$ cat config.mk
export PLATFORM = sky130hd
export DESIGN_NAME = trs_ser_flat
export DESIGN_NICKNAME = d
export VERILOG_FILES = /design/src/sv/trs_pkg.sv /design/src/sv/trs_row_if.sv /design/src/sv/trs_ser.sv /design/src/flat_wrapper.sv
export VERILOG_INCLUDE_DIRS = /design/src /design/src/sv
export SDC_FILE = /design/constraint.sdc
export NUM_CORES = 1
export LEC_CHECK = 0
export ABC_AREA = 1
export BUFFER_PORTS_ARGS = -buffer_cell sky130_fd_sc_hd__buf_4
export CORE_AREA = 2 2 276 278
export CTS_CLUSTER_SIZE = 20
export DETAILED_ROUTE_END_ITERATION = 6
export DIE_AREA = 0 0 278 280
export GPL_ROUTABILITY_DRIVEN = 0
export PLACE_DENSITY = 0.44
export REMOVE_ABC_BUFFERS = 1
export SLEW_MARGIN = 20
export SYNTH_ARGS = -nofsm -noshare
export SYNTH_HDL_FRONTEND = slang
export SYNTH_SLANG_ARGS = --single-unit
$ cat constraint.sdc
create_clock -name clk -period 12.1 [get_ports clk]
set_input_delay 2.42 -clock clk [delete_from_list [all_inputs] [get_ports clk]]
set_output_delay 2.42 -clock clk [all_outputs]
set_load 0.1 [all_outputs]
$ cat src/sv/trs_model_matrix_builder_macros.svh
// ----------------------------------------------------------------------------
// trs_model_matrix_builder_macros
// Assertion macros shared by the matrix builder RTL.
// ----------------------------------------------------------------------------
`ifndef TRS_MODEL_MATRIX_BUILDER_MACROS_SVH
`define TRS_MODEL_MATRIX_BUILDER_MACROS_SVH
`ifndef SYNTHESIS
// checked outside reset
`define TRS_ASSERT(lbl, prop, msg) \
	lbl: assert property (@(posedge clk) disable iff (!arst_n) prop) else $error(msg);
// checked at every edge
`define TRS_ASSERT_ALWAYS(lbl, prop, msg) \
	lbl: assert property (@(posedge clk) prop) else $error(msg);
`else
`define TRS_ASSERT(lbl, prop, msg)
`define TRS_ASSERT_ALWAYS(lbl, prop, msg)
`endif
`endif

$ cat src/sv/trs_pkg.sv
// ----------------------------------------------------------------------------
// trs_pkg
// Types and constants of the model matrix builder.
// ----------------------------------------------------------------------------
package trs_pkg;

	localparam int FRAC_BITS = 16;

	// angle reduction word
	localparam int B_W = 34;
	localparam logic [B_W-1:0] FULL_DEG    = B_W'(360) << FRAC_BITS;
	localparam logic [B_W-1:0] QUARTER_DEG = B_W'(90) << FRAC_BITS;
	localparam logic [B_W-1:0] QUAD2_DEG   = B_W'(180) << FRAC_BITS;
	localparam logic [B_W-1:0] QUAD3_DEG   = B_W'(270) << FRAC_BITS;
	localparam longint unsigned RED_K =
		((64'd1 << 31) + 64'(FULL_DEG) - 64'd1) / 64'(FULL_DEG);
	localparam logic [B_W-1:0] RED_BIAS = B_W'(RED_K * 64'(FULL_DEG));
	localparam logic [31:0] RED_M = 32'((64'd1 << B_W) / 64'(FULL_DEG));

	localparam logic [24:0] DEG2RAD_Q30 = 25'd18740330;
	localparam logic [30:0] Q30_ONE     = 31'(1) << 30;
	localparam logic [31:0] ONE_Q       = 32'(1) << FRAC_BITS;

	localparam logic [1:0] ROW_LAST = 2'd3;
	localparam int SC_LAT = 29;

	localparam int SIN_STEPS = 6;
	localparam int COS_STEPS = 7;
	localparam logic [7:0] SIN_DIV [SIN_STEPS] = '{8'd156, 8'd110, 8'd72, 8'd42, 8'd20, 8'd6};
	localparam logic [7:0] COS_DIV [COS_STEPS] =
		'{8'd182, 8'd132, 8'd90, 8'd56, 8'd30, 8'd12, 8'd2};
	localparam logic [31:0] SIN_REC [SIN_STEPS] = '{
		32'((64'd1 << 32) / 156), 32'((64'd1 << 32) / 110), 32'((64'd1 << 32) / 72),
		32'((64'd1 << 32) / 42), 32'((64'd1 << 32) / 20), 32'((64'd1 << 32) / 6)};
	localparam logic [31:0] COS_REC [COS_STEPS] = '{
		32'((64'd1 << 32) / 182), 32'((64'd1 << 32) / 132), 32'((64'd1 << 32) / 90),
		32'((64'd1 << 32) / 56), 32'((64'd1 << 32) / 30), 32'((64'd1 << 32) / 12),
		32'((64'd1 << 32) / 2)};

	typedef struct packed {
		logic signed [31:0] position_x;
		logic signed [31:0] position_y;
		logic signed [31:0] position_z;
		logic signed [31:0] yaw_deg;
		logic signed [31:0] pitch_deg;
		logic signed [31:0] roll_deg;
		logic signed [31:0] scale_x;
		logic signed [31:0] scale_y;
		logic signed [31:0] scale_z;
	} xf_t;

	typedef struct packed {
		logic [1:0]         row_index;
		logic signed [31:0] col0;
		logic signed [31:0] col1;
		logic signed [31:0] col2;
		logic signed [31:0] col3;
		logic               last_row;
	} row_t;

	typedef struct packed {
		logic en;
		logic valid;
	} pctl_t;

endpackage

$ cat src/sv/trs_row_if.sv
// ----------------------------------------------------------------------------
// trs_row_if
// Matrix row request channel.
// ----------------------------------------------------------------------------
interface trs_row_if;
	logic          valid;
	logic          ready;
	trs_pkg::row_t payload;
	modport source (output valid, output payload, input ready);
	modport sink (input valid, input payload, output ready);
endinterface

$ cat src/sv/trs_ser.sv
// ----------------------------------------------------------------------------
// trs_ser
// Holds one finished matrix and sends it out as four rows.
// ----------------------------------------------------------------------------
`include "trs_model_matrix_builder_macros.svh"

module trs_ser (
	input  logic         clk,
	input  logic         arst_n,
	input  logic         in_valid,
	input  logic [31:0]  elem [9],
	input  trs_pkg::xf_t side,
	output logic         take,
	trs_row_if.source    rows
);

	logic        busy_q;
	logic [1:0]  row_q;
	logic [31:0] elem_q [9];
	logic [31:0] pos_q [3];

	assign take = !busy_q || (rows.ready && (row_q == trs_pkg::ROW_LAST));

	always_ff @(posedge clk or negedge arst_n) begin
		if (!arst_n) begin
			busy_q <= 1'b0;
			row_q  <= 2'd0;
		end else if (take && in_valid) begin
			busy_q <= 1'b1;
			row_q  <= 2'd0;
		end else if (busy_q && rows.ready) begin
			if (row_q == trs_pkg::ROW_LAST) begin
				busy_q <= 1'b0;
				row_q  <= 2'd0;
			end else begin
				row_q <= row_q + 2'd1;
			end
		end
	end

	always_ff @(posedge clk) begin
		if (take && in_valid) begin
			elem_q   <= elem;
			pos_q[0] <= side.position_x;
			pos_q[1] <= side.position_y;
			pos_q[2] <= side.position_z;
		end
	end

	always_comb begin
		rows.valid             = busy_q;
		rows.payload.row_index = row_q;
		rows.payload.last_row  = (row_q == trs_pkg::ROW_LAST);
		unique case (row_q)
			2'd0: begin
				rows.payload.col0 = elem_q[0];
				rows.payload.col1 = elem_q[1];
				rows.payload.col2 = elem_q[2];
				rows.payload.col3 = pos_q[0];
			end
			2'd1: begin
				rows.payload.col0 = elem_q[3];
				rows.payload.col1 = elem_q[4];
				rows.payload.col2 = elem_q[5];
				rows.payload.col3 = pos_q[1];
			end
			2'd2: begin
				rows.payload.col0 = elem_q[6];
				rows.payload.col1 = elem_q[7];
				rows.payload.col2 = elem_q[8];
				rows.payload.col3 = pos_q[2];
			end
			default: begin
				rows.payload.col0 = '0;
				rows.payload.col1 = '0;
				rows.payload.col2 = '0;
				rows.payload.col3 = trs_pkg::ONE_Q;
			end
		endcase
	end

	`TRS_ASSERT(a_row_step, (rows.valid && rows.ready && (row_q != trs_pkg::ROW_LAST)) |=> (rows.valid && (row_q == $past(row_q) + 2'd1)), "row counter skipped")
	`TRS_ASSERT(a_row_hold, (rows.valid && !rows.ready) |=> (rows.valid && $stable(row_q)), "row moved under stall")
	`TRS_ASSERT(a_idle_row, !rows.valid |-> (row_q == 2'd0), "idle with row not zero")

endmodule

$ cat src/flat_wrapper.sv
// flat-port wrapper written by rule: the top's interface ports become plain ports
module trs_ser_flat 
  (clk, arst_n, in_valid, elem, side, take, rows_valid, rows_payload, rows_ready);
  trs_row_if rows_i ();
  input  logic clk;
  input  logic arst_n;
  input  logic in_valid;
  input  logic [31:0] elem[9];
  input  trs_pkg::xf_t side;
  output logic take;
  output wire logic [$bits(rows_i.valid)-1:0] rows_valid;
  output wire logic [$bits(rows_i.payload)-1:0] rows_payload;
  input wire logic [$bits(rows_i.ready)-1:0] rows_ready;
  assign rows_valid = rows_i.valid;
  assign rows_payload = rows_i.payload;
  assign rows_i.ready = rows_ready;
  trs_ser u_core (.clk(clk), .arst_n(arst_n), .in_valid(in_valid), .elem(elem), .side(side), .take(take), .rows(rows_i));
endmodule
==> metrics.txt <==
Worst EP required a little under 10 ns; post-synthesis sequential area ratio 76.0%; CTS Buf Count 47; Slew Limit Headroom 27.9%; cts-stage hold buffer count 0; Post-synth top cells nand2_1, edfxtp_1, nand3_1; vias per inst around 3.8; HPWL after DPL 31100 um; CTS Root Cell clkbuf_16; CTS tree built; clock buffer depth 3; CTS clk-pin slew, worst paths 0.06 ns; Post-synth EDFFs 384; die footprint 77800 um2; Die Y 280 um; Synth-to-Final Area Change 40.7%; Worst Max-Slew Pin Slew 1.08 ns; GRT Total Usage 11.8%; Worst EP arrival 3.36 ns; Nets 2341; CP Class register to output port; top cell type's share of synthesized area 75.6%; global-route wire length before repair 68800 um; final number of setup-violating endpoints 0; RSZ-0062 raised after global routing false; worst skew pair latency between 0.5 and 0.6 ns; Crit Path Max Fanout 45; die span in x 278 um; Port Buffer Count 520; setup bufs post-CTS 0; number of I/O pins between 700 and 800; Yosys cell types 12; Final ANT Viol Nets 0; Post-DP Area approximately 20000 um2; initial antenna violation count 2; Post-synth top flop edfxtp_1; vias in the first global route 11000; initial core utilization between 20% and 30%; Post-Route WL 47300 um; Synth Cell Area 15300 um2; fin crit share 47.8%; Worst setup EP type output port; Final Cell Area 21500 um2; final hold vios 0; largest net degree at the start of global routing 107; share of layout cells above drive strength 1 approximately 34%; layout filler cell count 7860; drt wl/cell between 15 and 20 um; GRT Residual Overflow 0; clk sinks 387; #FFs+latches synth roughly 390; max frequency 173 MHz; Startpoint Class register; Max-cap violations 0; via count 10500; row count a little over 100; DRT iter0 DRCs 398; Worst Hold Class register to register; clk_skew 0.0170 ns; pins over their slew limit 0; yosys warns 0; Setup TNS 0 ns; core area 75200 um2; cell count after synthesis about 1200; Min Clock Period, post-route 5.78 ns; post-cts sizing count 0; Avg Cell Area, Syn about 12 um2; DR DRC count 0; cell accounting for the most synthesized area edfxtp_1; DRT Pass-1 Iters 4; top cells by area, synth edfxtp_1, nand2_1, nand3_1; CTS H-tree lvls 2; Async SR Flop Fraction 0.775%; Final Util 28.6%; most common cell in the netlist nand2_1; status finished clean
flip-flops by register name, indices dropped and copies added, names as in the netlist:
name	flops
u_core.row_q	2
u_core.rows.valid	1
u_core.pos_q	96
u_core.elem_q	288
cell usage in the layout (no fill, tap or decap):
cell type,instances
dfrtp_1,3
bufinv_16,2
clkinvlp_4,4
inv_8,1
nand2_1,519
nand3_1,132
diode_2,2
clkinv_8,1
buf_4,532
ha_4,3
a21oi_1,1
clkbuf_16,48
ha_1,1
edfxtp_1,384
clkinv_1,8
clkinv_2,10
clkbuf_1,11
nor2_1,1
inv_6,1
inv_4,1
inv_1,130
critical path, stage by stage, from the launching register on:
cell and delay, ns:
dfrtp_1 0.47, inv_1 0.20, ha_4 0.64, buf_4 0.69
nand2_1 0.11, nand3_1 0.15, nand2_1 0.07, inv_1 0.10
buf_4 0.32
cell families after synthesis:
family | share of synthesized area (%)
compound gates | 0.0328
fa+ha+maj | 0.328
buf+inv | 6.48
flops | 76.0
simple gates | 17.1
final cells by class:
type                       count  area, um2  area share [%]
clock inverter                26        195           0.909
inverter                     132        505            2.35
antenna                        2       5.00          0.0233
clock buffer                  59       1240            5.79
tap                          978       1220            5.70
sequential                   387      11600            54.0
multi-input combinational    657       2710            12.6
timing repair buffer         532       3990            18.6
final timing paths:
path	from	endpoint	slack [ns]	depth (start not counted)
setup / recovery	u_core.row_q[0]	rows_payload[49]	6.32	8
min in group asynchronous	arst_n	u_core.rows.valid	1.63	1
hold reg to reg	u_core.rows.valid	u_core.rows.valid	0.62	2
hold / removal	u_core.rows.valid	u_core.rows.valid	0.62	2
max in group asynchronous	arst_n	u_core.row_q[0]	10.37	1
setup reg to reg	u_core.row_q[0]	u_core.pos_q[0][46]	8.14	7
stage by stage:
stage	setup WS, ns	instances	hold slack [ns]
2_1_floorplan	0.509	1176	1.06
3_3_place_gp	6.54	2686	0.593
3_5_place_dp	6.43	2686	0.600
4_1_cts	6.18	2771	0.615
5_1_grt	6.03	2772	0.656
6_report	6.32	2773	0.618
routing by layer:
layer | vias up | wire, um | share of wire [%] | GRT usage (%)
li1 | 5134 | - | - | -
met5 | - | 0 | 0 | 0
met4 | 0 | 995 | 2.1 | 3.41
met3 | 61 | 3310 | 7.0 | 3.59
met1 | 5034 | 19000 | 40 | 13.7
met2 | 306 | 24000 | 51 | 20.8
Power is not shown: default switching activity piles up to over one toggle a cycle in this logic, so the estimate is an artifact.
